<file path="config.mk">
export PLATFORM = sky130hd
export DESIGN_NAME = wmaf_cell
export DESIGN_NICKNAME = d
export VERILOG_FILES = /design/src/rtl/wmaf_pkg.sv /design/src/rtl/wmaf_cell.sv
export SDC_FILE = /design/constraint.sdc
export NUM_CORES = 1
export LEC_CHECK = 0
export BUFFER_PORTS_ARGS = -buffer_cell sky130_fd_sc_hd__clkbuf_2
export CORE_MARGIN = 1
export CORE_UTILIZATION = 41
export DETAILED_ROUTE_END_ITERATION = 7
export PLACE_DENSITY = 0.84
export SYNTH_ARGS = -nofsm -noshare
export SYNTH_HDL_FRONTEND = slang
export SYNTH_SLANG_ARGS = --single-unit
</file>
<file path="constraint.sdc">
create_clock -name clock -period 2.2 [get_ports clock]
set_input_delay 0.11 -clock clock [delete_from_list [all_inputs] [get_ports clock]]
set_output_delay 0.11 -clock clock [all_outputs]
set_load 0.005 [all_outputs]
</file>
<file path="src/rtl/wmaf_pkg.sv">
package wmaf_pkg;

   localparam int SAMPLE_W        = 16;
   localparam int WINDOW_DEF      = 64;
   localparam int MIN_HISTORY_DEF = 6;

   // request action codes
   localparam logic ACT_FILTER = 1'b0;
   localparam logic ACT_CLEAR  = 1'b1;

   typedef enum logic [2:0] {
      ST_IDLE,
      ST_SCAN,
      ST_PUSH,
      ST_LOAD,
      ST_DIVIDE,
      ST_OUT
   } state_type;

   // history control from the sequencer
   typedef struct packed {
      logic clear;
      logic push;
   } hist_ctl_type;

endpackage

</file>
<file path="src/rtl/wmaf_cell.sv">
module wmaf_cell
   import wmaf_pkg::*;
#(
   parameter int INDEX  = 0,
   parameter int FILL_W = 7
) (
   input  logic                       clock,
   input  logic                       shift_en,
   input  logic [FILL_W-1:0]          fill_count,
   input  logic signed [SAMPLE_W-1:0] sample_in,
   input  logic signed [SAMPLE_W-1:0] min_in,
   output logic signed [SAMPLE_W-1:0] sample_out,
   output logic signed [SAMPLE_W-1:0] min_out
);

   logic signed [SAMPLE_W-1:0] sample_ff, sample_in_nx;
   logic signed [SAMPLE_W-1:0] min_ff, min_in_nx;
   logic                       active;

   // cell holds a live sample only below the fill level
   assign active = (fill_count > FILL_W'(INDEX));

   always_comb begin
      sample_in_nx = shift_en ? sample_in : sample_ff;
      min_in_nx    = (active && (sample_ff < min_in)) ? sample_ff : min_in;
   end

   always_ff @(posedge clock) begin
      sample_ff <= sample_in_nx;
      min_ff    <= min_in_nx;
   end

   assign sample_out = sample_ff;
   assign min_out    = min_ff;

endmodule

</file>
Word-level counts from Yosys, hierarchy flattened --
Cells that the tools add are included.
Storage, ports and cells: bits in registers 32, input bits 41, output and inout bits 32, logic and storage cells 6
Operators by class: $lt $le $gt $ge 2, muxes and demuxes 1, reductions and logical operators 1
Operator list (count):
- $lt 16x16->1 | 1
- $mux 16 | 1
- $gt 7x1->1 const B | 1
- $logic_and 1x1->1 | 1

Logic depth before layout (Yosys ltp) --
word-level depth 3, gate-level depth with buffers 8, mapped depth without buffers 7

Worst setup path before layout --
No wires, ideal clock.
path kind reg-to-reg, from register sample_ff[15] (netlist: sample_out[15]), to register min_ff[10] (netlist: min_out[10]), setup time 121 ps, arrival 2119 ps, data required time 2079 ps, slack -40 ps, stages on the path, launching flop included 8, buffers on the path 1, period minus slack after synthesis 2240 ps, cell sequence edfxtp_1 > ha_1 > nand4_1 > nor4_1 > a211oi_2 > mux2i_4 > buf_12 > mux2_4
Between the ends: word-level cells in the longest chain between the ends 3
Ends and longest elaborated chain:
- from (decl) | RTL line wmaf_cell.sv:16 | logic signed [SAMPLE_W-1:0] sample_ff, sample_in_nx;
- from (signal assigned) | RTL line wmaf_cell.sv:29 | sample_ff <= sample_in_nx;
- $lt 16x16->1 | RTL line wmaf_cell.sv:25 | min_in_nx = (active && (sample_ff < min_in)) ? sample_ff : min_in;
- $logic_and 1x1->1 | RTL line wmaf_cell.sv:25
- $mux 16 | RTL line wmaf_cell.sv:25
- via min_in_nx[10] | RTL line wmaf_cell.sv:17 | logic signed [SAMPLE_W-1:0] min_ff, min_in_nx;
- to (signal assigned) | RTL line wmaf_cell.sv:30 | min_ff <= min_in_nx;
- to (decl) | RTL line wmaf_cell.sv:17
The timed path passes the listed nets, and every way through them passes these cells. A chain may end at the register's enable or synchronous reset.

Worst setup path after layout --
from register sample_ff[1] (netlist: sample_out[1]), to register min_ff[14] (netlist: min_out[14])
Same word-level chain as after synthesis.

==> results.toml <==
[route]
ant_nets = 0
top_layer_used = "met4"
routedWlPerCell_um = 13.02
route.met2.wl_um = 1853
routed_wl_um = 3554
drtPass1Iterations = 4
via_per_inst = 4.604
drt_iter0_markers = 52
met1_length_um = 1429
via_count = 1257
route.detailed.drc = 0
met3_length_um = 181

[synth]
synth.net_count = 164
syn-instance-count = 108
syn_area_um2 = 1483
synth_seq_area_share = 0.5401
yosys.cell_types.count = 24
yosysTopAreaCellShare = 0.3241
ys_warn_count = 0
synth_top_area_cell = "edfxtp_1"
syn_area_per_cell_um2 = 13.73
synth.area.top_cells = "edfxtp_1 (32%), dfxtp_1 (22%), ha_1 (13%), mux2_4 (10%), inv_1 (4.1%)"
synth_seq_cells = 32

[pwr]
p_leak_nw = 1.182
p_total_mw = 1.478
swShare = 0.2669
p_int_mw = 1.083
ir_worst_vdd_mv = 0.4518
comb_power_share = 0.289
p_clk_frac = 0.218
switching_power_mw = 0.3944
seqPwrFrac = 0.493
power.density_nw_per_um2 = 629.6

[grt]
grt_pass1_wl_um = 5423
grt_max_degree = 17
grt_usage = 0.1878
overflow = 0
antenna_found_initial = 0
grt_pass1_vias = 1216

[timing]
fin_worst_skew_ps = 6.526
tightest_slew_ps = 460.3
setup_ws_ps = -182.7
clock.fmax_ghz = 0.4197
fin_crit_sh = 1.083
setup_viol = 16
hold_violations = 0
slew_headroom = 0.6931
holdWs_ps = 17.38
drv_slew = 0
rsz0062_at_grt = "true"
layout_min_cycle_time_ps = 2383

[clock_network]
cts.clk_slew.worst_paths_ps = 100
root_buffer = "clkbuf_4"
clockBufferDepth = 2
htreeDepth = 2
cts_buffers = 5
cts_tree = "built"
worstSkewPairLatency_ps = 340
cts.sinks = 32

[outcome]
violations = "negative setup slack"
status = "finished, violations left"

[job]
drv_cap = 0

[layout]
area_growth_pct = 58.31
most-common-layout-cells = "clkbuf_2 (72), dlygate4sd3_1 (20), buf_4 (17)"
finalNetCount = 282
drive_gt1_frac = 0.5330
final_cells = 273
diodes = 0
final_common_cell = "clkbuf_2"

[floorplan]
dieArea_um2 = 3861
io_pins = 73
core_um2 = 3390
dieWidth_um = 62.14
die_h_um = 62.14
rows = 21
start_util = 0.4374

[min_path]
whs_path_depth = 2
holdCritPathClass = "primary input to flip-flop"

[placement]
dpl_worst_slack_ps = -107.4
post-place-cells = 239
finalWeightedCongestion = 0.8431
io_buffers = 72
dpl.hpwl_um = 2484

[setup_path]
reg2regPathDepth = 7
required_ps = 2430
end_kind = "flip-flop"
path_class = "flip-flop to flip-flop"
critPathArrivalTime_ps = 2610
cp_max_fo = 6
startpoint_type = "flip-flop"
==> layer usage <==
metal / vias up / global-route usage
li1: 625 / -
met1: 580 / 0.1925
met2: 44 / 0.3393
met3: 8 / 0.06985
met4: 0 / 0.08140
met5: - / 0
==> layout make-up <==
cell class	count	area (µm²)
clock inverter	1	5.005
fill	225	1042
sequential	32	800.8
inverter	16	60.06
clock buffer	7	45.04
multi-input combinational	59	656.9
timing repair buffer	112	721.9
tap	46	57.56
==> final timing paths <==
kind | startpoint | end | slack, ps
worst max-delay path | sample_out[1] | min_out[14] | -180
worst min-delay path | min_in[8] | min_out[8] | 20
worst max register to register | sample_out[1] | min_out[14] | -180
worst min register to register | sample_out[0] | min_out[0] | 580
==> metrics by stage <==
step | area [µm²] | setup TNS, ps | utilization
after global placement | 1992 | -414.3 | 0.5877
after CTS | 2303 | -101.9 | 0.6796
after floorplan | 1489 | -281.6 | -
after detailed placement | 1992 | -1354 | 0.5877
final | 2347 | -2655 | 0.6925
after global routing | 2347 | -3932 | 0.6925
==> critical path, stage by stage, from the launching register on <==
cell,delay [ps]
edfxtp_1,420
ha_1,220
nor3b_1,290
o21ai_1,150
a211oi_2,350
mux2i_4,370
buf_6,180
mux2_4,300
==> logic make-up after synthesis <==
group | count (synthesis) | share of synthesized area
simple gates | 16 | 0.07173
buf+inv | 17 | 0.05401
flops | 32 | 0.5401
mux | 17 | 0.1620
fa+ha+maj | 15 | 0.1266
compound gates | 11 | 0.04557
==> Yosys cell counts (all sizes together) <==
cell and n:
nor4 2, a21oi 4, mux2i 1, ha 15
mux2 16, o21bai 1, nand4 3, nor3 1
buf 1, inv 16, a211oi 2, edfxtp 16
nor2b 1, nand3 3, or4 1, nand2 1
o21ai 4, nor2 3, dfxtp 16, nor3b 1
==> power groups by stage <==
stage                     Sequential [mW]  Combinational (mW)  Clock, mW
after floorplan                     0.750               0.178          0
after global placement              0.739               0.346          0
after detailed placement            0.743               0.352          0
after CTS                           0.729               0.414      0.331
after global routing                0.734               0.465      0.363
final                               0.728               0.428      0.322
==> flip-flops by register name, indices dropped and copies added, names as in the netlist <==
signal / flops
min_out: 16
sample_out: 16
==> what timing repair did <==
action                     4_1_cts  5_1_grt
setup endpoints to repair       15       16
pin swaps                        3        0
hold endpoints to repair        18        2
hold buffers                    18        2
setup buffers                    5        1
gates resized for setup         10        2
(Power assumes the default switching activity.)
