File: src/rtl/wmaf_pkg.sv
package wmaf_pkg;

   localparam int SAMPLE_W        = 16;
   localparam int WINDOW_DEF      = 64;
   localparam int MIN_HISTORY_DEF = 6;

   // request action codes
   localparam logic ACT_FILTER = 1'b0;
   localparam logic ACT_CLEAR  = 1'b1;

   typedef enum logic [2:0] {
      ST_IDLE,
      ST_SCAN,
      ST_PUSH,
      ST_LOAD,
      ST_DIVIDE,
      ST_OUT
   } state_type;

   // history control from the sequencer
   typedef struct packed {
      logic clear;
      logic push;
   } hist_ctl_type;

endpackage

File: src/rtl/wmaf_hist.sv
module wmaf_hist
   import wmaf_pkg::*;
#(
   parameter int MIN_HISTORY = MIN_HISTORY_DEF,
   parameter int SUM_W       = SAMPLE_W + $clog2(MIN_HISTORY)
) (
   input  logic                       clock,
   input  logic                       reset,
   input  hist_ctl_type               ctl,
   input  logic                       ignore_same,
   input  logic signed [SAMPLE_W-1:0] min_value,
   output logic signed [SUM_W-1:0]    sum
);

   logic signed [SAMPLE_W-1:0] hist_ff [MIN_HISTORY];
   logic signed [SAMPLE_W-1:0] hist_in [MIN_HISTORY];
   logic signed [SUM_W-1:0]    sum_ff, sum_in;
   logic                       push_eff;

   // equal-to-newest minimum is dropped when ignore_same is set
   assign push_eff = ctl.push &&
                     !(ignore_same && (hist_ff[MIN_HISTORY-1] == min_value));

   always_comb begin
      for (int i = 0; i < MIN_HISTORY; i++) begin
         hist_in[i] = hist_ff[i];
      end
      sum_in = sum_ff;
      if (ctl.clear) begin
         for (int i = 0; i < MIN_HISTORY; i++) begin
            hist_in[i] = '0;
         end
         sum_in = '0;
      end else if (push_eff) begin
         for (int i = 0; i + 1 < MIN_HISTORY; i++) begin
            hist_in[i] = hist_ff[i+1];
         end
         hist_in[MIN_HISTORY-1] = min_value;
         // running sum: add newest, drop oldest
         sum_in = sum_ff + SUM_W'(min_value) - SUM_W'(hist_ff[0]);
      end
   end

   always_ff @(posedge clock) begin
      if (reset) begin
         for (int i = 0; i < MIN_HISTORY; i++) begin
            hist_ff[i] <= '0;
         end
         sum_ff <= '0;
      end else begin
         for (int i = 0; i < MIN_HISTORY; i++) begin
            hist_ff[i] <= hist_in[i];
         end
         sum_ff <= sum_in;
      end
   end

   assign sum = sum_ff;

endmodule

File: config.mk
export PLATFORM = sky130hd
export DESIGN_NAME = wmaf_hist
export DESIGN_NICKNAME = d
export VERILOG_FILES = /design/src/rtl/wmaf_pkg.sv /design/src/rtl/wmaf_hist.sv
export SDC_FILE = /design/constraint.sdc
export NUM_CORES = 1
export LEC_CHECK = 0
export ABC_AREA = 1
export BUFFER_PORTS_ARGS = -buffer_cell sky130_fd_sc_hd__buf_4
export CORE_MARGIN = 2
export CORE_UTILIZATION = 50
export CTS_BUF_LIST = sky130_fd_sc_hd__clkbuf_16
export DETAILED_ROUTE_END_ITERATION = 10
export PLACE_DENSITY = 0.77
export SETUP_SLACK_MARGIN = 0.1
export SLEW_MARGIN = 20
export SYNTH_ARGS = -nofsm -noshare
export SYNTH_HDL_FRONTEND = slang
export SYNTH_SLANG_ARGS = --single-unit
File: constraint.sdc
create_clock -name clock -period 5 [get_ports clock]
set_input_delay 0.25 -clock clock [delete_from_list [all_inputs] [get_ports clock]]
set_output_delay 0.25 -clock clock [all_outputs]
set_load 0.1 [all_outputs]
Word level (Yosys, flattened, before mapping)
Memory sizes are Yosys's and may differ from the RTL's.
Cells that the tools add are included.
{ "classes": {"n_addsub": 2, "n_eq_ne": 1, "n_mux": 11, "bitwise": 6, "reduce_logical": 4} }
{ "op_table": {"columns": ["operator", "n"], "rows": [
  ["2-to-1 mux 96 bit", 2],
  ["2-to-1 mux 16 bit", 6],
  ["adder 19 x 16 -> 19 bit", 1],
  ["subtractor 19 x 16 -> 19 bit", 1],
  ["== test 16 bit", 1],
  ["bitwise OR 1 bit", 6],
  ["2-to-1 mux 1 bit", 3],
  ["logical AND 1 bit", 2],
  ["OR reduction 2 bit", 1],
  ["logical NOT 1 bit", 1]
]} }
{ "totals": {"register_bits": 19, "ram_bits": 96, "inputBits": 21, "elab_cells": 26, "memories": 1} }
{ "mem_list": {"columns": ["name", "depth", "width", "rd", "rd_clocked_by_memory_dff", "wr", "line_no", "source"], "rows": [
  ["hist_ff", 6, 16, 6, 0, 6, "wmaf_hist.sv:15", "logic signed [SAMPLE_W-1:0] hist_ff [MIN_HISTORY];"]
]} }

Longest topological paths before layout
{ "depth": {"word_depth": 7, "depth_mapped": 16, "depth_no_buf": 16} }

Least setup slack after synthesis
OpenSTA, ideal clock, no wires.
{ "synth_path": {"path_kind": "flip-flop to flip-flop", "startpoint": "register sum_ff[1] (netlist: sum[1])", "endpoint": "register sum_ff[16] (netlist: sum[16])", "t_arrival_ns": 2.841, "setup_slack_ns": 2.047, "stages_incl_launch_ff": 15, "synth_period_minus_slack_ns": 2.953, "path_cell_list": "dfxtp_1 inv_1 fa_1 inv_1 fa_1 nand3_1 nand3_1 nand3_1 nand2_1 nand2_1 nand2_1 nand2_1 nand2_1 nor2_1 nor2_1"} }
{ "synth_via": {"elab_chain_len": 2} }
{ "synth_rtl": {"columns": ["item", "line_no", "source"], "rows": [
  ["from (decl)", "wmaf_hist.sv:17", "logic signed [SUM_W-1:0] sum_ff, sum_in;"],
  ["from (signal assigned)", "wmaf_hist.sv:54", "sum_ff <= sum_in;"],
  ["adder 19 x 16 -> 19 bit", "wmaf_hist.sv:40", "sum_in = sum_ff + SUM_W'(min_value) - SUM_W'(hist_ff[0]);"],
  ["subtractor 19 x 16 -> 19 bit", "wmaf_hist.sv:40", null]
]} }
No other way between the ends.
A chain may end at the register's enable or synchronous reset.

Final worst setup path
Ends and elaborated chain as after synthesis.

==> flow_summary.toml <==
[run_status]
status = "finished clean"

[sta]
fin_crit_ns = 2.53
clock.fmax_mhz = 395
drv_slew = 0
hold_viol_final = 0
rsz0062_at_grt = "false"
fin_crit_sh_pct = 50.6
tns_ns = 0
relSlewSlack_pct = 32.6
tightest_slew_ns = 1.01
clock_skew_ns = 0.0169
finalSetupViolations = 0

[synthesis]
yosysMostFrequentCell = "nand2_1"
synth-async-reset-ratio_pct = 0
ys_seq_area_share_pct = 35.4
syn-num-nets = 1089
synth_edf_count = 0
syn_area_mm2 = 0.00650
ys_types = 22
synth_area_leader_cell = "dfxtp_1"
yosys-top-cells-count = "304 x nand2_1, 235 x nor2_1, 182 x inv_1"
synth_top_cell_area_share_pct = 35.4
syn_area_per_cell_um2 = 6.31
yosysWarnings = 0
ys_ff_latch = 115
synth_area_leaders = "dfxtp_1 35%, nand2_1 18%, nor2_1 14%"
syn_inst = 1030
synth-main-ff-cell = "dfxtp_1"

[drt]
wl_per_cell_um = 10.6
wl_um = 13000
vias_per_cell = 4.50
first_pass_iters = 5
drt_iter0_markers = 394
routed-via-count = 5553
final_antenna_net_count = 0
drc = 0

[clocking]
cts_tree = "built"
cts_sinks = 115
cts_made_buffers = 17
cts_htree_levels = 4
clk_pin_slew_ns = 0.06
postCtsSetupRepairBufs = 0
cts_hold_buffers = 0
cts_root_buf = "clkbuf_16"
cts_buffer_depth = 2
clock_latency_ns = 0.42
ctsResizeCount = 0

[global_routing]
grt_pass1_vias = 5134
grtUsageTotal_pct = 19.8
grt_pass1_wl_um = 22600
antenna_found_initial = 0
overflow = 0
grt_max_degree = 191

[floorplan]
coreArea_mm2 = 0.0127
std_cell_rows = 41
ios = 40
die_area_mm2 = 0.0139
die_w_um = 118
start_util_pct = 51.3
die_h_um = 118

[critical_path]
crit_type = "register to register"
worst-r2r-setup-slack_ns = 2.47
r2r_end = "sum[16]"
startpoint_type = "register"
cp_common_cell = "nand2_1"
setup.worst_path.end = "sum[16]"
arrival_ns = 2.83
endpoint_kind = "register"
ff2ff_path_depth = 14
crit_path_max_incr_delay_ns = 0.52
worst_ep_required_time_ns = 5.30
cp_cell_sequence = "inv_1 -> fa_1 -> inv_1 -> fa_1 -> nand3_1 -> nand3_1 -> nand3_1 -> nand2_1 -> nand2_1 -> nand2_1 -> nand2_1 -> nand2_1 -> nor2_1 -> nor2_1"
startpoint = "sum[1]"
r2r_start = "sum[1]"
path_max_fanout = 3
slowest_stage = "fa_1"

[layout]
drive_above_1_share_pct = 6.60
final_nets = 1108
multiInputGateArea_mm2 = 0.00330
final_area_mm2 = 0.00741
postLayoutCoreUtil_pct = 58.5
nFillCells = 1254
diodes = 0
syn2layout_area_growth_pct = 14.0
seqCellArea_mm2 = 0.00230

[placed_design]
placed_area_mm2 = 0.00681
dpl.hpwl_um = 8730
gp_congestion = 0.951
port_buffers = 39

[run]
max-cap-violations = 0

[pwr]
power.density_mw_per_mm2 = 388
max-vdd-ir-drop_mv = 0.210
p_leak_uw = 0.00379

[worst_hold_path]
min_path_type = "primary input to register"
[per-layer routing]
metal / GRT usage (%) / share of wire (%)
met1: 25.9 / 49
met2: 31.0 / 45
met3: 5.96 / 3.7
met4: 7.30 / 2.0
met5: 0 / 0
[critical path: cells and delay by family (launching register included)]
kind                       cells  cell delay, ns
buffers and inverters          2            0.16
adders and majority gates      2            1.02
DFF                            1            0.33
and+or+nand+nor               10            0.88
[layout by cell type (no fill, tap or decap)]
| master | netlist | layout |
|---|---|---|
| nor2_4 | 0 | 1 |
| nand4_1 | 1 | 1 |
| a21boi_0 | 1 | 1 |
| inv_1 | 182 | 184 |
| o21ai_1 | 3 | 3 |
| fa_1 | 18 | 18 |
| buf_4 | 5 | 41 |
| xor2_1 | 10 | 10 |
| o21ai_0 | 9 | 9 |
| nor3_1 | 4 | 4 |
| a21oi_1 | 36 | 36 |
| nand2_8 | 0 | 1 |
| nand3_1 | 41 | 41 |
| clkinv_2 | 0 | 2 |
| clkinv_1 | 0 | 3 |
| xnor2_1 | 8 | 8 |
| bufinv_16 | 0 | 4 |
| nand2_1 | 304 | 304 |
| dfxtp_1 | 115 | 115 |
| clkinvlp_4 | 0 | 3 |
| nor2_1 | 235 | 234 |
| clkbuf_16 | 0 | 17 |
| ha_1 | 20 | 20 |
| inv_2 | 1 | 1 |
[area by class of cell]
class | count | area share (%)
clock buffer | 17 | 5.74
clock inverter | 14 | 2.31
inverter | 183 | 9.27
multi-input combinational | 691 | 44.5
sequential | 115 | 31.1
tap | 172 | 2.91
timing repair buffer | 41 | 4.16
[state kept, by name, indices dropped and copies added (netlist names)]
register / cells
sum: 19
hist_ff: 96
[worst min path at each step]
stage	to	start	slack [ns]	depth (start not counted)
CTS	hist_ff[0][85]	min_value[5]	0.06	3
global placement	hist_ff[0][18]	hist_ff[0][34]	0.46	2
global route	hist_ff[0][85]	min_value[5]	0.08	3
detailed placement	hist_ff[0][18]	hist_ff[0][34]	0.47	2
floorplan	hist_ff[0][80]	min_value[0]	0.38	2
finish	hist_ff[0][85]	min_value[5]	0.07	3
[metrics by stage]
step	setup WS (ns)	total power, uW	std cells	hold WS, ns
6_report	2.47	2870	1233	0.0709
5_1_grt	2.17	3040	1233	0.0833
4_1_cts	2.50	2890	1233	0.0615
3_5_place_dp	2.46	1650	1202	0.467
3_3_place_gp	2.45	1640	1202	0.461
2_1_floorplan	2.05	1520	1030	0.385
[where the power goes]
part           internal, uW  switching, uW
Combinational           222            434
Clock                   817            420
Sequential              957           24.1
[kinds of logic after synthesis]
family                     share of synthesized area, %
and+or+nand+nor                                    34.9
buffers and inverters                              14.1
DFF                                                35.4
AOI/OAI and AO/OA                                  3.81
adders and majority gates                          9.39
xor gates and xnor gates                           2.43
Note: power is estimated with default switching activity, not from simulation.
