--- src/rtl/wmaf_pkg.sv ---
package wmaf_pkg;

   localparam int SAMPLE_W        = 16;
   localparam int WINDOW_DEF      = 64;
   localparam int MIN_HISTORY_DEF = 6;

   // request action codes
   localparam logic ACT_FILTER = 1'b0;
   localparam logic ACT_CLEAR  = 1'b1;

   typedef enum logic [2:0] {
      ST_IDLE,
      ST_SCAN,
      ST_PUSH,
      ST_LOAD,
      ST_DIVIDE,
      ST_OUT
   } state_type;

   // history control from the sequencer
   typedef struct packed {
      logic clear;
      logic push;
   } hist_ctl_type;

endpackage

--- src/rtl/wmaf_div.sv ---
module wmaf_div
   import wmaf_pkg::*;
#(
   parameter int MIN_HISTORY = MIN_HISTORY_DEF,
   parameter int SUM_W       = SAMPLE_W + $clog2(MIN_HISTORY)
) (
   input  logic                       clock,
   input  logic                       reset,
   input  logic                       start,
   input  logic signed [SUM_W-1:0]    dividend,
   output logic                       busy,
   output logic signed [SAMPLE_W-1:0] quotient
);

   // floor(mag * RECIP / 2^SHIFT) == floor(mag / MIN_HISTORY) for any
   // SUM_W-bit magnitude when SHIFT = SUM_W + clog2(MIN_HISTORY)
   localparam int LOG_D   = $clog2(MIN_HISTORY);
   localparam int SHIFT   = SUM_W + LOG_D;
   localparam int RECIP_W = SUM_W + 2;
   localparam int PROD_W  = SUM_W + RECIP_W;
   localparam int Q_W     = PROD_W - SHIFT;
   localparam logic [RECIP_W-1:0] RECIP =
      RECIP_W'(((longint'(1) << SHIFT) + longint'(MIN_HISTORY) - longint'(1))
               / longint'(MIN_HISTORY));

   logic [SUM_W-1:0]          mag_ff, mag_in;
   logic                      neg_ff, neg_in;
   logic                      busy_ff, busy_in;
   logic signed [SAMPLE_W-1:0] quot_ff, quot_in;
   logic [PROD_W-1:0]         prod;
   logic [Q_W-1:0]            mag_q;
   logic [Q_W-1:0]            q_signed;

   // reciprocal multiply on the magnitude, sign put back after
   assign prod     = PROD_W'(mag_ff) * PROD_W'(RECIP);
   assign mag_q    = prod[PROD_W-1:SHIFT];
   // sign-magnitude gives truncation toward zero
   assign q_signed = neg_ff ? (Q_W'(0) - mag_q) : mag_q;

   always_comb begin
      mag_in  = mag_ff;
      neg_in  = neg_ff;
      busy_in = busy_ff;
      quot_in = quot_ff;
      if (start) begin
         neg_in  = dividend[SUM_W-1];
         mag_in  = dividend[SUM_W-1] ? (SUM_W'(0) - dividend) : dividend;
         busy_in = 1'b1;
      end else if (busy_ff) begin
         quot_in = q_signed[SAMPLE_W-1:0];
         busy_in = 1'b0;
      end
   end

   always_ff @(posedge clock) begin
      if (reset) begin
         busy_ff <= 1'b0;
      end else begin
         busy_ff <= busy_in;
      end
      mag_ff  <= mag_in;
      neg_ff  <= neg_in;
      quot_ff <= quot_in;
   end

   assign quotient = quot_ff;
   assign busy     = busy_ff;

endmodule

--- config.mk ---
export PLATFORM = sky130hd
export DESIGN_NAME = wmaf_div
export DESIGN_NICKNAME = d
export VERILOG_FILES = /design/src/rtl/wmaf_pkg.sv /design/src/rtl/wmaf_div.sv
export SDC_FILE = /design/constraint.sdc
export NUM_CORES = 1
export LEC_CHECK = 0
export BUFFER_PORTS_ARGS = -buffer_cell sky130_fd_sc_hd__buf_2
export CAP_MARGIN = 20
export CORE_ASPECT_RATIO = 0.7
export CORE_MARGIN = 5
export CORE_UTILIZATION = 30
export CTS_BUF_LIST = sky130_fd_sc_hd__clkbuf_2 sky130_fd_sc_hd__clkbuf_4 sky130_fd_sc_hd__clkbuf_8
export CTS_CLUSTER_DIAMETER = 120
export DETAILED_ROUTE_END_ITERATION = 7
export PLACE_DENSITY_LB_ADDON = 0.15
export SLEW_MARGIN = 15
export SYNTH_ARGS = -nofsm -noshare
export SYNTH_HDL_FRONTEND = slang
export SYNTH_SLANG_ARGS = --single-unit
export TNS_END_PERCENT = 5
--- constraint.sdc ---
create_clock -name clock -period 6 [get_ports clock]
set_input_delay 0.3 -clock clock [delete_from_list [all_inputs] [get_ports clock]]
set_output_delay 0.3 -clock clock [all_outputs]
set_load 0.01 [all_outputs]
# Word level (Yosys, flattened, before mapping)
# Index checks and enable logic that the tools add are counted.
# classes
add_sub_neg	2
n_mul	1
muxes	3
bitwise	1
reduce_logical	1
# op_table
cell	n
multiplier 19 x 20 -> 38 bit, second input constant	1
subtractor 1 x 19 -> 19 bit, first input constant	1
two-way mux 18 bit	1
two-way mux 16 bit	1
subtractor 1 x 16 -> 16 bit, first input constant	1
AND reduction 2 bit	1
two-way mux 1 bit	1
NOT 1 bit	1
# totals
ff_bits	37
input_bits	22
out_inout_bits	17
wordCells	13

# Longest topological paths before layout
# Gate-level depths: netlist of the first run.
# logic_depth
word_depth	3
depth_mapped	25
ltp_nobuf	24

# Least setup slack after synthesis of the first run
# No wires, ideal clock.
# synth_timing
path_type	register to register
startpoint	reg mag_ff[4]
endpoint	reg quot_ff[14], in the netlist quotient[14] (data pin)
setup_ps	263
arrival_time_ps	6217
required_time_ps	5737
slack_ps	-480
stages_incl_launch_ff	26
n_path_buf	1
period_less_slack_ps	6480
path_cell_list	edfxtp_1 -> ha_1 -> inv_1 -> fa_1 -> inv_1 -> fa_1 -> inv_1 -> fa_1 -> inv_1 -> fa_1 -> inv_1 -> fa_1 -> inv_1 -> ha_1 -> buf_6 -> a21oi_4 -> o21ai_2 -> a311oi_4 -> nand3_1 -> xor2_1 -> inv_1 -> ha_1 -> or3b_4 -> or2_1 -> o41ai_2 -> xnor2_1
# synth_between
elab_chain_cells	3
# synth_rtl
item	line	rtl
from (decl)	wmaf_div.sv:26	logic [SUM_W-1:0] mag_ff, mag_in;
from (signal assigned)	wmaf_div.sv:61	mag_ff <= mag_in;
multiplier 19 x 20 -> 38 bit	wmaf_div.sv:35	assign prod = PROD_W'(mag_ff) * PROD_W'(RECIP);
named net mag_q[0]	wmaf_div.sv:31	logic [Q_W-1:0] mag_q;
subtractor 1 x 16 -> 16 bit	wmaf_div.sv:38	assign q_signed = neg_ff ? (Q_W'(0) - mag_q) : mag_q;
two-way mux 16 bit	wmaf_div.sv:38	
named net q_signed[14]	wmaf_div.sv:32	logic [Q_W-1:0] q_signed;
to (signal assigned)	wmaf_div.sv:63	quot_ff <= quot_in;
to (decl)	wmaf_div.sv:29	logic signed [SAMPLE_W-1:0] quot_ff, quot_in;
# The timed path passes the listed nets, and every way through them passes these cells.
# A chain may end at the register's enable or synchronous reset.

# Final worst setup path of the first run
# layout_timing
startpoint	reg mag_ff[4]
endpoint	reg quot_ff[15], in the netlist quotient[15] (data pin)
# layout_between
elab_chain_cells	3
# layout_rtl
item	line
multiplier 19 x 20 -> 38 bit (*)	wmaf_div.sv:35
subtractor 1 x 16 -> 16 bit	wmaf_div.sv:38
two-way mux 16 bit (*)	wmaf_div.sv:38
named net q_signed[15]	wmaf_div.sv:32
# The timed path passes the listed nets; every way through them passes the cells marked *.

==> flow_metrics.env, run 1 <==
export IMPL_period_minus_slack_ns=6.35
export IMPL_cts_made_buffers=5
export IMPL_grt_max_degree=23
export IMPL_finalNonFillerCells=1307
export IMPL_worstPathRequired_ns=6.07
export IMPL_reg2reg_setup_slack_ns=-0.35
export IMPL_timing_fmax_mhz=157
export IMPL_path_buf_inv=8
export IMPL_max_cap_violations=0
export IMPL_final_max_slew_viol_count=0
export IMPL_io_pins=39
export IMPL_routed_wl_um=20500
export IMPL_antenna_found_initial=1
export IMPL_synth_distinct_cells=70
export IMPL_dieHeight_um=143
export IMPL_arrival_ns=6.43
export IMPL_route_vias_total=5821
export IMPL_clock_latency_ns=0.32
export IMPL_outcome="complete, but fails checks"
export IMPL_skew_ns=0.00960
export IMPL_rows=48
export IMPL_critPathCaptureType="flop"
export IMPL_drcViolationCount=0
export IMPL_path_cells="ha_4 > inv_4 > fa_2 > inv_2 > fa_1 > inv_2 > fa_1 > inv_1 > fa_1 > inv_1 > fa_1 > inv_1 > ha_4 > and3_4 > a311oi_4 > buf_6 > a31oi_2 > or3_4 > a22oi_2 > nand4_1 > buf_4 > o41ai_4 > xnor2_1"
export IMPL_layout_drive_gt1_share_pct=30.2
export IMPL_avgRoutedWirePerCell_um=15.7
export IMPL_path_class="flop to flop"
export IMPL_synth_seq_cells=37
export IMPL_holdCritStartpoint="reset"
export IMPL_avgSynthCellArea_sq_um=9.73
export IMPL_cts_root_buffer="clkbuf_8"
export IMPL_syn_instance_count=776
export IMPL_cts_buffer_depth=2
export IMPL_fill_cells=2499
export IMPL_critPathSlowestCell="fa_1"
export IMPL_cp_max_fo=7
export IMPL_use_met1_pct=27.3
export IMPL_whs_endpoint="busy"
export IMPL_placed_cells=1292
export IMPL_reg2reg_depth=23
export IMPL_min_period_over_period_pct=106
export IMPL_grt_setup_unrepaired="true"
export IMPL_violations="setup timing"
export IMPL_setup_ws_ns=-0.354
export IMPL_layout_commonest_cell="inv_1"
export IMPL_ys_warn_count=0
export IMPL_seq_area_frac_synth_pct=14.6
export IMPL_grt_use_met3_pct=2.59
export IMPL_cpLargestDelayFamily="adder cells"
export IMPL_met2_usage_pct=19.3
export IMPL_synth_net_count=1029
export IMPL_first_global_vias=6163
export IMPL_path_clk_slew_ns=0.09
export IMPL_hpwl_um=18400
export IMPL_cts_htree_levels=2
export IMPL_grt_use_total_pct=15.4
export IMPL_max_slew_margin_rel_pct=50.2
export IMPL_portBuffers=38
export IMPL_synthArstFlopShare_pct=0
export IMPL_syn_area_sq_um=7550
export IMPL_min_path_type="input port to flop"
export IMPL_synthFlopType="edfxtp_1"
export IMPL_core_area_sq_um=24700
export IMPL_cts_tree="yes"
export IMPL_synth_edf_count=36
export IMPL_dieArea_sq_um=28500
export IMPL_cts_sinks=37
export IMPL_finalHoldViolCount=0
export IMPL_die_w_um=200
export IMPL_cp_start_kind="flop"
export IMPL_dr_pass1_iters=4
export IMPL_postRouteAntennaNets=0
export IMPL_start_util_pct=30.6
export IMPL_globalplace_congestion=0.826
export IMPL_area_growth_synth_to_final_pct=30.7
export IMPL_worst_pin_slew_ns=0.748
export IMPL_r2r_end="quotient[15]"
export IMPL_overflow=0
export IMPL_grt_busiest_layer="met1"
export IMPL_viasPerCell=4.45
export IMPL_drtIter0Drc=290
export IMPL_rr_startpoint="mag_ff[4]"
export IMPL_finalSetupViolCount=12
export IMPL_cp_slowest_stage_delay_ns=0.54
export IMPL_whs_path_depth=2
export IMPL_final_cell_mix="inv_1, buf_4, ha_1"
export IMPL_grt_pass1_wl_um=34200
export IMPL_antenna_cells=0
export IMPL_finalNetCount=1234
export IMPL_cp_common_cell="fa_1"
[registers in the layout (all words and copies together) (netlist names)]
name,flops
neg_ff,1
busy,1
mag_ff,19
quotient,16
[cells by family after synthesis]
logic type	Yosys count	synth area share, %
buffers and inverters	210	10.7
adders and majority gates	231	48.1
DFF	37	14.6
AOI/OAI and AO/OA	114	10.7
and+or+nand+nor	137	10.1
muxes	2	0.265
xor gates and xnor gates	45	5.42
[worst max path at each step]
stage / from / to / slack, ns / depth (start not counted)
3_5_place_dp: mag_ff[4] / quotient[14] / -0.72 / 24
2_1_floorplan: mag_ff[4] / quotient[14] / -0.26 / 25
3_3_place_gp: mag_ff[4] / quotient[15] / -0.71 / 26
4_1_cts: mag_ff[4] / quotient[14] / -0.37 / 24
6_report: mag_ff[4] / quotient[15] / -0.35 / 23
5_1_grt: mag_ff[17] / quotient[14] / -0.67 / 25
[metrics by stage]
step	util, %	setup slack, ns	setup TNS, ns	area (sq um)	hold slack [ns]
after global placement	38.0	-0.705	-6.28	9380	0.459
after floorplan	-	-0.263	-0.588	7600	0.372
after global routing	40.0	-0.666	-6.19	9860	0.128
after detailed placement	38.0	-0.723	-6.31	9380	0.460
final	40.0	-0.354	-2.58	9860	0.121
after CTS	39.6	-0.372	-2.80	9760	0.102
[timing repair]
item,in CTS,in global routing
buffers inserted,6,1
resized for setup,43,19
endpoints found under the setup margin,13,15
pin swaps,25,5
hold buffers,0,0
[cell usage after synthesis, types with 5 or more instances]
| cell type | n | area [sq um] |
|---|---|---|
| a21o_1 | 6 | 45.0 |
| a21oi_1 | 29 | 145 |
| and3_1 | 5 | 31.3 |
| edfxtp_1 | 36 | 1080 |
| fa_1 | 99 | 1980 |
| ha_1 | 132 | 1650 |
| inv_1 | 201 | 754 |
| nand2_1 | 41 | 154 |
| nand2b_1 | 7 | 43.8 |
| nand3_1 | 14 | 70.1 |
| nand4_1 | 8 | 50.1 |
| nor2_1 | 19 | 71.3 |
| nor2b_1 | 6 | 37.5 |
| nor3_1 | 7 | 35.0 |
| o21ai_0 | 25 | 125 |
| o31ai_1 | 5 | 37.5 |
| xnor2_1 | 34 | 298 |
| xor2_1 | 9 | 78.8 |
[per-layer routing]
| metal | wire (um) | vias to the layer above |
|---|---|---|
| met5 | 0 | - |
| met2 | 7260 | 81 |
| met4 | 98 | 0 |
| li1 | - | 2960 |
| met1 | 12400 | 2772 |
| met3 | 763 | 8 |
[layout make-up]
type                       instances  area, sq um  share of cell area [%]
multi-input combinational        529         6000                    60.9
timing repair buffer             207         1500                    15.2
sequential                        37         1100                    11.2
inverter                         201          757                    7.67
tap                              325          407                    4.12
clock buffer                       5         68.8                   0.698
clock inverter                     3         25.0                   0.254
[worst reg2reg max path, stage by stage (launching register included)]
cell      delay, ns
edfxtp_1       0.46
ha_4           0.32
inv_4          0.04
fa_2           0.53
inv_2          0.05
fa_1           0.49
inv_2          0.07
fa_1           0.53
inv_1          0.06
fa_1           0.53
inv_1          0.05
fa_1           0.54
inv_1          0.07
ha_4           0.25
and3_4         0.17
a311oi_4       0.39
buf_6          0.17
a31oi_2        0.12
or3_4          0.39
a22oi_2        0.20
nand4_1        0.18
buf_4          0.20
o41ai_4        0.21
xnor2_1        0.09
Power of run 1 is not shown: default switching activity piles up to over one toggle a cycle in this logic, so the estimate is an artifact.
==> run 2, diff against run 1 <==
--- a/config.mk
+++ b/config.mk
@@ -5,7 +5,7 @@
 export SDC_FILE = /design/constraint.sdc
 export NUM_CORES = 1
 export LEC_CHECK = 0
-export BUFFER_PORTS_ARGS = -buffer_cell sky130_fd_sc_hd__buf_2
+export BUFFER_PORTS_ARGS = -buffer_cell sky130_fd_sc_hd__clkbuf_2
 export CAP_MARGIN = 20
 export CORE_ASPECT_RATIO = 0.7
 export CORE_MARGIN = 5
==> run 2 against run 1 <==
The run still ends with setup timing left. Worst setup slack improved by 0.0013 ns. First-iteration DRC count increased by 6.9%. Clock-buffer cell count unchanged. Critical endpoint is now quotient[14].
==> flow_metrics.env, run 2 (synthesis gave the netlist of run 1 again) <==
export IMPL_rows=48
export IMPL_violations="setup timing"
export IMPL_worst_pin_slew_ns=0.722
export IMPL_max_cap_violations=0
export IMPL_register_area_sq_um=1100
export IMPL_critPathCaptureType="flop"
export IMPL_r2r_end="quotient[14]"
export IMPL_overflow=0
export IMPL_cp_start_kind="flop"
export IMPL_crit_end="quotient[14]"
export IMPL_finalHoldViolCount=0
export IMPL_cts_root_buffer="clkbuf_8"
export IMPL_setup_ws_ns=-0.353
export IMPL_rr_startpoint="mag_ff[17]"
export IMPL_path_class="flop to flop"
export IMPL_portBuffers=38
export IMPL_drcViolationCount=0
export IMPL_largest_register="mag_ff"
export IMPL_route_vias_total=5829
export IMPL_fin_util_pct=39.9
export IMPL_min_period_over_period_pct=106
export IMPL_skew_ns=0.0111
export IMPL_cp_max_fo=5
export IMPL_die_w_um=200
export IMPL_globalplace_congestion=0.830
export IMPL_postRouteAntennaNets=0
export IMPL_largest_register_ff_count=19
export IMPL_grt_pass1_wl_um=33800
export IMPL_first_global_vias=6188
export IMPL_outcome="complete, but fails checks"
export IMPL_arrival_ns=6.44
export IMPL_core_area_sq_um=24700
export IMPL_hold_buffers=0
export IMPL_layout_commonest_cell="inv_1"
export IMPL_grt_use_total_pct=15.3
export IMPL_placed_cells=1291
export IMPL_clock_latency_ns=0.33
export IMPL_finalSetupViolCount=11
export IMPL_layout_drive_gt1_share_pct=30.1
export IMPL_worstPathRequired_ns=6.08
export IMPL_fill_cells=2475
export IMPL_crit_path_start="mag_ff[17]"
export IMPL_reg2reg_setup_slack_ns=-0.35
export IMPL_drtIter0Drc=310
export IMPL_final_max_slew_viol_count=0
export IMPL_reg2reg_depth=21
export IMPL_antenna_cells=0
export IMPL_avgRoutedWirePerCell_um=15.7
export IMPL_holdCritStartpoint="reset"
export IMPL_period_minus_slack_ns=6.35
export IMPL_timing_fmax_mhz=157
export IMPL_grt_max_degree=23
export IMPL_start_util_pct=30.6
export IMPL_multi_input_area_sq_um=5990
export IMPL_cts_buffer_depth=2
export IMPL_antenna_found_initial=1
export IMPL_dr_pass1_iters=5
export IMPL_hold_slack_ns=0.117
export IMPL_area_growth_synth_to_final_pct=30.5
export IMPL_dieArea_sq_um=28500
export IMPL_max_slew_margin_rel_pct=51.8
export IMPL_hpwl_um=18400
export IMPL_min_path_type="input port to flop"
export IMPL_cts_htree_levels=2
export IMPL_cts_tree="yes"
export IMPL_final_cell_mix="inv_1, buf_4, ha_1"
export IMPL_grt_setup_unrepaired="true"
export IMPL_finalNonFillerCells=1309
export IMPL_finalNetCount=1236
export IMPL_io_pins=39
export IMPL_place_area_sq_um=9380
export IMPL_cts_sinks=37
export IMPL_cts_made_buffers=5
export IMPL_final_cell_area_sq_um=9850
export IMPL_routed_wl_um=20500
export IMPL_viasPerCell=4.45
export IMPL_path_clk_slew_ns=0.10
export IMPL_dieHeight_um=143
==> run 2: worst min path at each step <==
stage | slack, ns | to | depth (start not counted)
after floorplan | 0.37 | busy | 1
after global placement | 0.46 | busy | 2
after detailed placement | 0.46 | busy | 2
after CTS | 0.10 | busy | 2
after global routing | 0.12 | busy | 2
final | 0.12 | busy | 2
==> run 2: what timing repair did <==
| item | in CTS | in global routing |
|---|---|---|
| gates cloned | 0 | 0 |
| setup endpoints to repair | 13 | 15 |
| resized for setup | 44 | 13 |
| pin swaps | 28 | 4 |
| buffers inserted | 9 | 1 |
==> run 2: worst max-delay path: stages (launching register included) <==
cell and delay (ns):
edfxtp_1 0.51, buf_4 0.19, ha_1 0.33, buf_4 0.15, a21o_1 0.20, fa_1 0.54, inv_2 0.07, fa_1 0.56
inv_1 0.06, fa_1 0.50, fa_1 0.62, ha_4 0.23, and3_4 0.18, a311oi_4 0.35, nand3_2 0.15, xor2_2 0.22
inv_1 0.07, ha_2 0.16, or3b_4 0.40, or2_1 0.25, o41ai_2 0.24, xnor2_1 0.11
==> run 2: cell type report <==
type                       count  area share [%]
sequential                    37            11.2
inverter                     201            7.68
clock buffer                   5           0.699
tap                          325            4.13
multi-input combinational    529            60.8
timing repair buffer         209            15.3
clock inverter                 3           0.216
==> run 2: metrics by stage <==
step,worst slack (ns),setup TNS (ns)
after detailed placement,-0.746,-6.59
after CTS,-0.379,-2.81
after global placement,-0.697,-6.29
final,-0.353,-2.52
after global routing,-0.676,-6.54
after floorplan,-0.263,-0.588
==> run 2: per-layer routing <==
| metal | share of wire [%] | vias to the layer above | GRT usage [%] |
|---|---|---|---|
| li1 | - | 2965 | - |
| met5 | 0 | - | 0 |
| met3 | 5.0 | 9 | 3.33 |
| met1 | 59 | 2759 | 26.1 |
| met2 | 35 | 96 | 19.6 |
| met4 | 0.61 | 0 | 1.61 |
Power of run 2 is left out for the same reason.
==> run 3, diff against run 2 <==
--- a/config.mk
+++ b/config.mk
@@ -13,7 +13,7 @@
 export CTS_BUF_LIST = sky130_fd_sc_hd__clkbuf_2 sky130_fd_sc_hd__clkbuf_4 sky130_fd_sc_hd__clkbuf_8
 export CTS_CLUSTER_DIAMETER = 120
 export DETAILED_ROUTE_END_ITERATION = 7
-export PLACE_DENSITY_LB_ADDON = 0.15
+export PLACE_DENSITY_LB_ADDON = 0.08
 export SLEW_MARGIN = 15
 export SYNTH_ARGS = -nofsm -noshare
 export SYNTH_HDL_FRONTEND = slang
==> run 3 against run 2 <==
Final area rose by 0.66%. Critical path depth unchanged. Fmax is 0.55% higher. Sequential share of layout area is 0.073 points lower. Die area unchanged. Cell count rose by 0.46%. Via count is 1.1% lower. The flow still finishes with violations (setup timing). Worst hold slack lost 0.010 ns. Global-route usage fell by 0.33 points. Critical path type unchanged.
==> flow_metrics.env, run 3 (synthesis gave the netlist of run 1 again) <==
export IMPL_path_clk_slew_ns=0.11
export IMPL_largest_register="mag_ff"
export IMPL_place_area_sq_um=9400
export IMPL_hpwl_um=18100
export IMPL_finalHoldViolCount=0
export IMPL_min_period_over_period_pct=105
export IMPL_cts_sinks=37
export IMPL_min_path_type="input port to flop"
export IMPL_cp_start_kind="flop"
export IMPL_final_max_slew_viol_count=0
export IMPL_dr_pass1_iters=5
export IMPL_holdCritStartpoint="reset"
export IMPL_dieHeight_um=143
export IMPL_viasPerCell=4.38
export IMPL_max_cap_violations=0
export IMPL_finalSetupViolCount=10
export IMPL_start_util_pct=30.6
export IMPL_r2r_end="quotient[12]"
export IMPL_cts_made_buffers=5
export IMPL_area_growth_synth_to_final_pct=31.4
export IMPL_globalplace_congestion=0.831
export IMPL_final_cell_area_sq_um=9920
export IMPL_hold_buffers=0
export IMPL_period_minus_slack_ns=6.32
export IMPL_grt_use_total_pct=14.9
export IMPL_drtIter0Drc=356
export IMPL_max_slew_margin_rel_pct=51.1
export IMPL_first_global_vias=6371
export IMPL_dp_slack_ns=-0.659
export IMPL_avgRoutedWirePerCell_um=15.3
export IMPL_grt_busiest_layer="met1"
export IMPL_grt_max_degree=23
export IMPL_routed_wl_um=20100
export IMPL_setup_ws_ns=-0.318
export IMPL_antenna_found_initial=0
export IMPL_dieArea_sq_um=28500
export IMPL_grt_use_met3_pct=1.65
export IMPL_portBuffers=38
export IMPL_crit_path_start="mag_ff[6]"
export IMPL_overflow=0
export IMPL_layout_commonest_cell="inv_1"
export IMPL_antenna_cells=0
export IMPL_grt_pass1_wl_um=33600
export IMPL_layout_drive_gt1_share_pct=30.9
export IMPL_final_cell_mix="inv_1, buf_4, ha_1"
export IMPL_whs_path_depth=2
export IMPL_clock_latency_ns=0.33
export IMPL_drcViolationCount=0
export IMPL_die_w_um=200
export IMPL_cts_buffer_depth=2
export IMPL_whs_endpoint="busy"
export IMPL_timing_fmax_mhz=158
export IMPL_skew_ns=0.0195
export IMPL_reg2reg_setup_slack_ns=-0.32
export IMPL_finalNetCount=1242
export IMPL_path_class="flop to flop"
export IMPL_use_met1_pct=24.3
export IMPL_cp_max_fo=8
export IMPL_arrival_ns=6.38
export IMPL_cts_root_buffer="clkbuf_8"
export IMPL_worstPathRequired_ns=6.06
export IMPL_critPathCaptureType="flop"
export IMPL_grt_setup_unrepaired="true"
export IMPL_rows=48
export IMPL_io_pins=39
export IMPL_route_vias_total=5762
export IMPL_core_area_sq_um=24700
export IMPL_violations="setup timing"
export IMPL_largest_register_ff_count=19
export IMPL_met2_usage_pct=21.5
export IMPL_rr_startpoint="mag_ff[6]"
export IMPL_fill_cells=2414
export IMPL_outcome="complete, but fails checks"
export IMPL_worst_pin_slew_ns=0.734
export IMPL_postRouteAntennaNets=0
export IMPL_cts_htree_levels=2
export IMPL_cts_tree="yes"
export IMPL_reg2reg_depth=21
## run 3: critical path, cell delays in order (launching register included)
cell	delay, ns
edfxtp_1	0.45
ha_4	0.31
inv_4	0.03
fa_2	0.54
inv_2	0.04
fa_1	0.44
fa_1	0.55
inv_1	0.07
fa_1	0.51
fa_1	0.54
inv_1	0.04
ha_2	0.39
and4_1	0.24
o2111a_1	0.19
nand4_1	0.18
nand3_2	0.20
xnor2_4	0.14
ha_2	0.20
or3b_4	0.39
nand2b_4	0.17
o41ai_4	0.31
xor2_1	0.10
## run 3: repair_timing
action	CTS	global route
buffers inserted	7	4
gates resized for setup	43	16
setup endpoints to repair	12	15
pin swaps	21	9
## run 3: area by class of cell
type | instances | area [sq um] | share of cell area (%)
well taps | 325 | 407 | 4.10
inverters | 201 | 757 | 7.63
flip-flops and latches | 37 | 1100 | 11.1
clock buffers | 5 | 68.8 | 0.694
repair buffers | 215 | 1540 | 15.5
multi-input cells | 529 | 6020 | 60.7
clock inverters | 3 | 25.0 | 0.252
## run 3: how the worst max path moves through the flow
stage	endpoint	slack [ns]	cells after the start
after floorplan	quotient[14]	-0.26	25
after global placement	quotient[14]	-0.56	22
after detailed placement	quotient[14]	-0.66	22
after CTS	quotient[14]	-0.35	21
after global routing	quotient[14]	-0.58	23
final	quotient[12]	-0.32	21
## run 3: per-layer routing
layer,up-vias,part of all wire [%]
met2,61,39
met1,2708,57
met3,11,2.6
li1,2982,-
met5,-,0
met4,0,0.94
## run 3: stage by stage
stage               std cells  hold WS [ns]  setup TNS [ns]  util (%)
detailed placement       1296         0.462           -5.21      38.1
CTS                      1311        0.0900           -2.59      39.6
global route             1315        0.0866           -5.50      40.2
floorplan                 776         0.372          -0.588         -
finish                   1315         0.107           -2.13      40.2
global placement         1296         0.459           -4.43      38.1
Power of run 3 is left out for the same reason.
